`src/ist_pkg.sv`:
```
// Types and constants for the interval set table.
// No dependencies.
`default_nettype none

package ist_pkg;

  localparam int COUNT_W = 5;

  typedef enum logic [1:0] {
    CMD_MERGE  = 2'd0,
    CMD_REMOVE = 2'd1,
    CMD_QUERY  = 2'd2,
    CMD_RSVD   = 2'd3
  } cmd_t;

  typedef enum logic {
    ST_IDLE = 1'b0,
    ST_RUN  = 1'b1
  } state_t;

  // decisions of one walk step
  typedef struct packed {
    logic emit;
    logic advance;
    logic set_inserted;
    logic acc_upd;
    logic split_next;
    logic hit;
    logic finish;
  } step_ctl_t;

endpackage

`default_nettype wire

```
`src/ist_ram.sv`:
```
// Generic single-write, single-read RAM with registered read data.
// No dependencies.
`default_nettype none

module ist_ram #(
  parameter int WIDTH = 64,
  parameter int DEPTH = 32
) (
  input  wire logic                     clk,
  input  wire logic                     we,
  input  wire logic [$clog2(DEPTH)-1:0] waddr,
  input  wire logic [WIDTH-1:0]         wdata,
  input  wire logic [$clog2(DEPTH)-1:0] raddr,
  output logic      [WIDTH-1:0]         rdata
);

  logic [WIDTH-1:0] mem [DEPTH];

  always_ff @(posedge clk) begin
    if (we) begin
      mem[waddr] <= wdata;
    end
    rdata <= mem[raddr];
  end

endmodule

`default_nettype wire

```
`src/ist_step.sv`:
```
// One step of the table walk: compares the current entry with the range
// and the running interval, and decides what to write. Uses ist_pkg.
`default_nettype none

module ist_step
  import ist_pkg::*;
#(
  parameter int VALUE_BITS = 32
) (
  input  wire cmd_t                  cmd,
  input  wire logic [VALUE_BITS-1:0] range_lo,
  input  wire logic [VALUE_BITS-1:0] range_hi,
  input  wire logic [VALUE_BITS-1:0] ent_lo,
  input  wire logic [VALUE_BITS-1:0] ent_hi,
  input  wire logic                  ent_valid,
  input  wire logic                  inserted,
  input  wire logic                  split,
  input  wire logic [VALUE_BITS-1:0] acc_lo,
  input  wire logic [VALUE_BITS-1:0] acc_hi,
  input  wire logic                  acc_valid,
  output step_ctl_t                  ctl,
  output logic      [VALUE_BITS-1:0] emit_lo,
  output logic      [VALUE_BITS-1:0] emit_hi,
  output logic      [VALUE_BITS-1:0] acc_lo_new,
  output logic      [VALUE_BITS-1:0] acc_hi_new
);

  logic                  use_new;
  logic [VALUE_BITS-1:0] elem_lo;
  logic [VALUE_BITS-1:0] elem_hi;
  logic [VALUE_BITS:0]   acc_hi_inc;
  logic                  gap;
  logic                  left;
  logic                  right;

  always_comb begin
    use_new    = !inserted && (!ent_valid || (range_lo <= ent_lo));
    elem_lo    = use_new ? range_lo : ent_lo;
    elem_hi    = use_new ? range_hi : ent_hi;
    acc_hi_inc = {1'b0, acc_hi} + {{VALUE_BITS{1'b0}}, 1'b1};
    gap        = {1'b0, elem_lo} > acc_hi_inc;
    left       = ent_lo < range_lo;
    right      = ent_hi > range_hi;

    ctl        = '0;
    emit_lo    = acc_lo;
    emit_hi    = acc_hi;
    acc_lo_new = acc_lo;
    acc_hi_new = acc_hi;

    unique case (cmd)
      CMD_MERGE: begin
        // sorted stream of entries with the range slotted in, fused on the fly
        if (use_new || ent_valid) begin
          ctl.advance      = !use_new;
          ctl.set_inserted = use_new;
          ctl.acc_upd      = 1'b1;
          if (!acc_valid) begin
            acc_lo_new = elem_lo;
            acc_hi_new = elem_hi;
          end else if (gap) begin
            ctl.emit   = 1'b1;
            acc_lo_new = elem_lo;
            acc_hi_new = elem_hi;
          end else if (elem_hi > acc_hi) begin
            acc_hi_new = elem_hi;
          end
        end else begin
          ctl.emit   = acc_valid;
          ctl.finish = 1'b1;
        end
      end
      CMD_REMOVE: begin
        if (!ent_valid) begin
          ctl.finish = 1'b1;
        end else if (split) begin
          ctl.emit    = 1'b1;
          ctl.advance = 1'b1;
          emit_lo     = range_hi + 1'b1;
          emit_hi     = ent_hi;
        end else if (left && right) begin
          // split: left piece now, right piece on the next cycle
          ctl.emit       = 1'b1;
          ctl.split_next = 1'b1;
          emit_lo        = ent_lo;
          emit_hi        = range_lo - 1'b1;
        end else if (left) begin
          ctl.emit    = 1'b1;
          ctl.advance = 1'b1;
          emit_lo     = ent_lo;
          emit_hi     = (ent_hi < range_lo) ? ent_hi : range_lo - 1'b1;
        end else if (right) begin
          ctl.emit    = 1'b1;
          ctl.advance = 1'b1;
          emit_lo     = (ent_lo > range_hi) ? ent_lo : range_hi + 1'b1;
          emit_hi     = ent_hi;
        end else begin
          ctl.advance = 1'b1;
        end
      end
      CMD_QUERY: begin
        if (!ent_valid) begin
          ctl.finish = 1'b1;
        end else begin
          ctl.advance = 1'b1;
          ctl.hit     = (ent_lo <= range_lo) && (range_hi <= ent_hi);
        end
      end
      default: begin
        ctl.finish = 1'b1;
      end
    endcase
  end

endmodule

`default_nettype wire

```
`src/interval_set_table_unit.sv`:
```
// Top level of the interval set table: sequencer, table RAM and walk unit.
// Depends on ist_pkg, ist_ram and ist_step.
//
// Usage. A command word (command, range_low, range_high) is taken at a rising
// edge with start high and busy low. Merge fuses the range into the table,
// remove cuts it out, query asks whether one stored interval holds it.
// Exactly one result word (covered, table_full, interval_count) follows,
// shown for one cycle with done high; the receiver must take it then, as
// it cannot stall the block.
// The table walk reads one entry per cycle from the RAM, but for the steps
// in which a merge slots the range in or a remove splits an entry, and
// writes the new table into the other half of the RAM, which becomes current
// when a merge or remove completes without overflowing the table. Done is
// raised in the first cycle in which busy is low again.
// Empty ranges and command 3 skip the walk: done follows in the next cycle.
// A new word may be started in the cycle in which done is shown.
// Reset empties the table at once; the RAM needs no clearing.
`default_nettype none

module interval_set_table_unit
  import ist_pkg::*;
#(
  parameter int MAX_INTERVALS = 16,
  parameter int VALUE_BITS    = 32
) (
  input  wire logic                  clk,
  input  wire logic                  rst,
  input  wire logic                  start,
  output logic                       busy,
  input  wire logic [1:0]            command,
  input  wire logic [VALUE_BITS-1:0] range_low,
  input  wire logic [VALUE_BITS-1:0] range_high,
  output logic                       done,
  output logic                       covered,
  output logic                       table_full,
  output logic      [COUNT_W-1:0]    interval_count
);

  localparam int IW        = $clog2(MAX_INTERVALS);
  localparam int CW        = $clog2(MAX_INTERVALS + 2);
  localparam int AW        = IW + 1;
  localparam int RAM_DEPTH = 2 ** AW;
  localparam int DW        = 2 * VALUE_BITS;

  state_t                state, state_next;
  cmd_t                  cmd_r, cmd_r_next;
  logic [VALUE_BITS-1:0] lo_r, lo_r_next;
  logic [VALUE_BITS-1:0] hi_r, hi_r_next;
  logic                  bank, bank_next;
  logic [CW-1:0]         count, count_next;
  logic [CW-1:0]         idx, idx_next;
  logic [CW-1:0]         wr_idx, wr_idx_next;
  logic                  inserted, inserted_next;
  logic                  split, split_next;
  logic [VALUE_BITS-1:0] acc_lo, acc_lo_next;
  logic [VALUE_BITS-1:0] acc_hi, acc_hi_next;
  logic                  acc_valid, acc_valid_next;
  logic                  hit, hit_next;
  logic                  done_next;
  logic                  covered_next;
  logic                  table_full_next;
  logic [COUNT_W-1:0]    interval_count_next;

  logic                  accept;
  logic                  trivial;
  logic                  modifies;
  logic                  overflow;
  logic [CW-1:0]         final_count;

  logic                  ram_we;
  logic [AW-1:0]         ram_waddr;
  logic [AW-1:0]         ram_raddr;
  logic [DW-1:0]         ram_wdata;
  logic [DW-1:0]         ram_rdata;

  step_ctl_t             ctl;
  logic [VALUE_BITS-1:0] emit_lo;
  logic [VALUE_BITS-1:0] emit_hi;
  logic [VALUE_BITS-1:0] acc_lo_new;
  logic [VALUE_BITS-1:0] acc_hi_new;

  ist_ram #(
    .WIDTH (DW),
    .DEPTH (RAM_DEPTH)
  ) u_ram (
    .clk   (clk),
    .we    (ram_we),
    .waddr (ram_waddr),
    .wdata (ram_wdata),
    .raddr (ram_raddr),
    .rdata (ram_rdata)
  );

  ist_step #(
    .VALUE_BITS (VALUE_BITS)
  ) u_step (
    .cmd        (cmd_r),
    .range_lo   (lo_r),
    .range_hi   (hi_r),
    .ent_lo     (ram_rdata[DW-1:VALUE_BITS]),
    .ent_hi     (ram_rdata[VALUE_BITS-1:0]),
    .ent_valid  (idx < count),
    .inserted   (inserted),
    .split      (split),
    .acc_lo     (acc_lo),
    .acc_hi     (acc_hi),
    .acc_valid  (acc_valid),
    .ctl        (ctl),
    .emit_lo    (emit_lo),
    .emit_hi    (emit_hi),
    .acc_lo_new (acc_lo_new),
    .acc_hi_new (acc_hi_new)
  );

  assign busy     = (state == ST_RUN);
  assign accept   = start && !busy;
  assign trivial  = (cmd_t'(command) == CMD_RSVD) || (range_low > range_high);
  assign modifies = (cmd_r == CMD_MERGE) || (cmd_r == CMD_REMOVE);

  assign final_count = wr_idx + CW'(ctl.emit);
  assign overflow    = final_count > CW'(MAX_INTERVALS);

  assign ram_waddr = {~bank, wr_idx[IW-1:0]};
  assign ram_raddr = {bank, idx_next[IW-1:0]};
  assign ram_wdata = {emit_lo, emit_hi};

  always_ff @(posedge clk) begin
    if (rst) begin
      state <= ST_IDLE;
      bank  <= 1'b0;
      count <= '0;
      done  <= 1'b0;
    end else begin
      state <= state_next;
      bank  <= bank_next;
      count <= count_next;
      done  <= done_next;
    end
  end

  always_ff @(posedge clk) begin
    cmd_r          <= cmd_r_next;
    lo_r           <= lo_r_next;
    hi_r           <= hi_r_next;
    idx            <= idx_next;
    wr_idx         <= wr_idx_next;
    inserted       <= inserted_next;
    split          <= split_next;
    acc_lo         <= acc_lo_next;
    acc_hi         <= acc_hi_next;
    acc_valid      <= acc_valid_next;
    hit            <= hit_next;
    covered        <= covered_next;
    table_full     <= table_full_next;
    interval_count <= interval_count_next;
  end

  always_comb begin
    state_next          = state;
    cmd_r_next          = cmd_r;
    lo_r_next           = lo_r;
    hi_r_next           = hi_r;
    bank_next           = bank;
    count_next          = count;
    idx_next            = idx;
    wr_idx_next         = wr_idx;
    inserted_next       = inserted;
    split_next          = split;
    acc_lo_next         = acc_lo;
    acc_hi_next         = acc_hi;
    acc_valid_next      = acc_valid;
    hit_next            = hit;
    done_next           = 1'b0;
    covered_next        = covered;
    table_full_next     = table_full;
    interval_count_next = interval_count;
    ram_we              = 1'b0;

    unique case (state)
      ST_IDLE: begin
        idx_next = '0;
        if (accept) begin
          cmd_r_next     = cmd_t'(command);
          lo_r_next      = range_low;
          hi_r_next      = range_high;
          wr_idx_next    = '0;
          inserted_next  = 1'b0;
          split_next     = 1'b0;
          acc_valid_next = 1'b0;
          hit_next       = 1'b0;
          if (trivial) begin
            done_next           = 1'b1;
            covered_next        = (cmd_t'(command) == CMD_QUERY);
            table_full_next     = 1'b0;
            interval_count_next = COUNT_W'(count);
          end else begin
            state_next = ST_RUN;
          end
        end
      end
      ST_RUN: begin
        if (ctl.advance) begin
          idx_next = idx + 1'b1;
        end
        if (ctl.set_inserted) begin
          inserted_next = 1'b1;
        end
        split_next = ctl.split_next;
        if (ctl.acc_upd) begin
          acc_lo_next    = acc_lo_new;
          acc_hi_next    = acc_hi_new;
          acc_valid_next = 1'b1;
        end
        if (ctl.hit) begin
          hit_next = 1'b1;
        end
        if (ctl.emit) begin
          ram_we      = wr_idx < CW'(MAX_INTERVALS);
          wr_idx_next = wr_idx + 1'b1;
        end
        if (ctl.finish) begin
          state_next      = ST_IDLE;
          done_next       = 1'b1;
          covered_next    = (cmd_r == CMD_QUERY) && hit;
          table_full_next = modifies && overflow;
          if (modifies && !overflow) begin
            bank_next           = ~bank;
            count_next          = final_count;
            interval_count_next = COUNT_W'(final_count);
          end else begin
            interval_count_next = COUNT_W'(count);
          end
        end
      end
      default: begin
        state_next = ST_IDLE;
      end
    endcase
  end

endmodule

`default_nettype wire

```
`config.mk`:
```
export PLATFORM = sky130hd
export DESIGN_NAME = interval_set_table_unit
export DESIGN_NICKNAME = d
export VERILOG_FILES = /design/src/ist_pkg.sv /design/src/ist_ram.sv /design/src/ist_step.sv /design/src/interval_set_table_unit.sv
export SDC_FILE = /design/constraint.sdc
export NUM_CORES = 2
export LEC_CHECK = 0
export BUFFER_PORTS_ARGS = -buffer_cell sky130_fd_sc_hd__buf_2
export CAP_MARGIN = 20
export CELL_PAD_IN_SITES_DETAIL_PLACEMENT = 1
export CELL_PAD_IN_SITES_GLOBAL_PLACEMENT = 2
export CORE_MARGIN = 2
export CORE_UTILIZATION = 30
export DETAILED_ROUTE_END_ITERATION = 10
export PLACE_DENSITY_LB_ADDON = 0.08
export RECOVER_POWER = 50
export SETUP_SLACK_MARGIN = 0.2
export SYNTH_ARGS = -nofsm -noshare
export SYNTH_HDL_FRONTEND = slang
export SYNTH_SLANG_ARGS = --single-unit
```
`constraint.sdc`:
```
create_clock -name clk -period 20.8 [get_ports clk]
set_input_delay 0 -clock clk [delete_from_list [all_inputs] [get_ports clk]]
set_output_delay 0 -clock clk [all_outputs]
set_load 0.02 [all_outputs]
```
==> summary.txt <==
Layout Utilization: 35.1%
Clock slew at reported path FFs: 0.06 ns
Initial Util: 30.1%
Clk_lat worst skew: 0.89 ns
Syn Inst Count: 6631
Crit path required time: 21.44 ns
Power per cell area: 95.0 mW/mm^2
Worst-margin pin slew: 4.39 ns
GP Congestion: 0.843
First-pass GRT wire length: 516 mm
Maximum operating frequency: 77.9 MHz
Antenna violations before repair: 28
CP max stage cell: clkbuf_1
RSZ-0062 raised after global routing: false
Number of max-cap violations: 62
Clock sink total: 2271
Post-Syn Area: 0.0947 mm^2
Failing checks: max-capacitance violations, max-slew violations
Syn_area_per_cell: 14.3 um^2
Minimum clock period: 12.84 ns
Dominant cell type by area after synthesis: edfxtp_1
Post-synth EDFFs: 2195
Sequential-to-total area share from yosys stat: 71.2%
Antenna Violating Nets Remaining: 0
Detailed Routing Iterations Pass 1: 5
DR WL/cell: 32.9 um
Critical path's most frequent cell: ha_1
Peak supply drop: 0.0491 mV
Synth cell types: 80
CP Capture Type: flip-flop
Die Height: 566 um
Std cell rows: 206
CTS Buf Count: 272
Post-CTS Hold Fix Bufs: 136
CP Buf/Inv Count: 4
Share of the synthesized area in the top cell type: 69.6%
Reg power frac: 49.4%
Max Slew Vio Count: 2097
Cts repair resizes: 0
Crit path max-delay family: buffers and inverters
Worst Path Max Fanout: 93
Vias in the first global route: 62200
Synth Register Bits: 2271
Worst clock skew: 0.0501 ns
Routed vias/inst: 5.36
Wirelength, routed: 374 mm
Rel. slew slack: -196%
Static Leak: 35.6 nW
Nets: 7317
Clock tree buffer depth: 4
Final worst slack: 7.96 ns
Die Wd: 566 um
Combinational share of power: 7.3%
Top Ports: 78
Main synth FF type: edfxtp_1
DRC errors left: 0
Endpoints failing setup: 0
All-layer global routing usage: 22.8%
Hold WC Path Type: input port to flip-flop
Final hold viol count: 0
Outcome: finished, violations left
Grt total ovfl: 0
Area Overhead vs Synth: 16.5%
Core area: 0.315 mm^2
Largest net degree at the start of global routing: 189
Switching Share: 24.4%
Share of layout cells above drive strength 1: 9.03%
TritonCTS clock tree: built
Port Buffer Count: 77
Final worst-path cycle share: 61.7%
Place WS: 11.45 ns
Die ar.: 0.320 mm^2
Startpoint Class: flip-flop
Total negative setup slack: 0 ns
WHS: 0.0398 ns
CP arrival: 13.48 ns
YS warnings: 0
Number of setup buffers added after CTS: 0
Clock power share: 43.3%
Critical path class: flip-flop to flip-flop
Root buffer cell: clkbuf_16
DR iter-0 viols: 5379
Top post-synthesis cells by area: edfxtp_1, mux2i_1, nand2_1, ha_1, a32oi_1
Dpl hpwl: 218 mm
CP peak stage delay: 2.68 ns
Via count: 61000
Syn nets: 6941
NetSw: 0.00255 W
Pint: 0.00793 W
Htree depth: 5
Async SR Flop Fraction: 0%
cells in the mapped netlist, types with 24 or more instances:
cell type and n:
buf_2 76, nor2_1 127, a22oi_1 126, edfxtp_1 2195
buf_1 28, clkbuf_1 186, ha_1 241, nor3_1 133
nand4_1 129, xnor2_1 94, inv_1 158, o21ai_0 124
nor2b_1 24, o22ai_1 160, buf_6 34, dfxtp_1 76
nand3_1 86, a32oi_1 231, buf_4 29, a21oi_1 398
nor4_1 90, nand2_1 1083, a21o_1 46, mux2i_1 491
cells by family after synthesis:
group | synth area share (%)
compound gates | 8.69
xor+xnor | 0.915
fa+ha+maj | 3.18
buf+inv | 2.54
flops | 71.2
mux | 5.27
simple gates | 8.22
state kept, by name, indices dropped and copies added (netlist names), 2 cells and up:
| signal | cells |
|---|---|
| acc_hi | 32 |
| acc_lo | 32 |
| cmd_r | 2 |
| count | 5 |
| hi_r | 32 |
| idx | 5 |
| interval_count | 5 |
| lo_r | 32 |
| u_ram.mem | 2048 |
| u_ram.rdata | 64 |
| wr_idx | 5 |
layout by cell type, fill, tap and decap left out, types with 212 or more instances in the layout:
cell type  netlist  final
ha_1           241    241
nand2_1       1083   1080
clkbuf_1       186    212
clkbuf_16        0    277
a32oi_1        231    231
a21oi_1        398    382
mux2i_1        491    490
edfxtp_1      2195   2195
per-layer routing:
metal  GRT usage, %  up-vias  part of all wire (%)
met2           36.6     1479                    46
met1           33.7    32800                    48
met4           3.79        4                   1.5
met5              0        -                0.0072
met3           2.27      363                   4.2
li1               -    26400                     -
tightest hold or removal path, delay by kind of cell:
family        cells  cell delay [ns]
simple gates      1             0.15
buf+inv           2             0.65
power by group through the flow:
stage / registers, W / logic (W) / clock network, W
final: 0.00518 / 0.000762 / 0.00454
after detailed placement: 0.00526 / 0.000758 / 0
after CTS: 0.00517 / 0.000783 / 0.00466
after global placement: 0.00526 / 0.000752 / 0
after global routing: 0.00518 / 0.000826 / 0.00483
after floorplan: 0.00525 / 0.000377 / 0
area by class of cell:
cell class | count | area [um^2]
Antenna cell | 10 | 25.0
Clock buffer | 362 | 7370
Clock inverter | 122 | 878
Fill cell | 32400 | 204000
Inverter | 165 | 647
Multi-Input combinational cell | 3842 | 25400
Sequential cell | 2271 | 67400
Tap cell | 4160 | 5200
Timing Repair Buffer | 455 | 3410
metrics by stage:
stage / area [um^2] / cells / total power, W
after floorplan: 94700 / 6631 / 0.00563
after global placement: 101000 / 10700 / 0.00601
after detailed placement: 101000 / 10800 / 0.00602
after CTS: 111000 / 11400 / 0.0106
after global routing: 110000 / 11400 / 0.0108
final: 110000 / 11400 / 0.0105
worst paths after layout:
kind / start / to / slack, ns / depth (start not counted)
min: start / split / 0.04 / 3
min reg2reg: count[1] / count[1] / 0.50 / 2
max reg2reg: idx[2] / interval_count[0] / 7.96 / 25
max: idx[2] / interval_count[0] / 7.96 / 25
No activity file was read; power rests on OpenSTA's default activity.
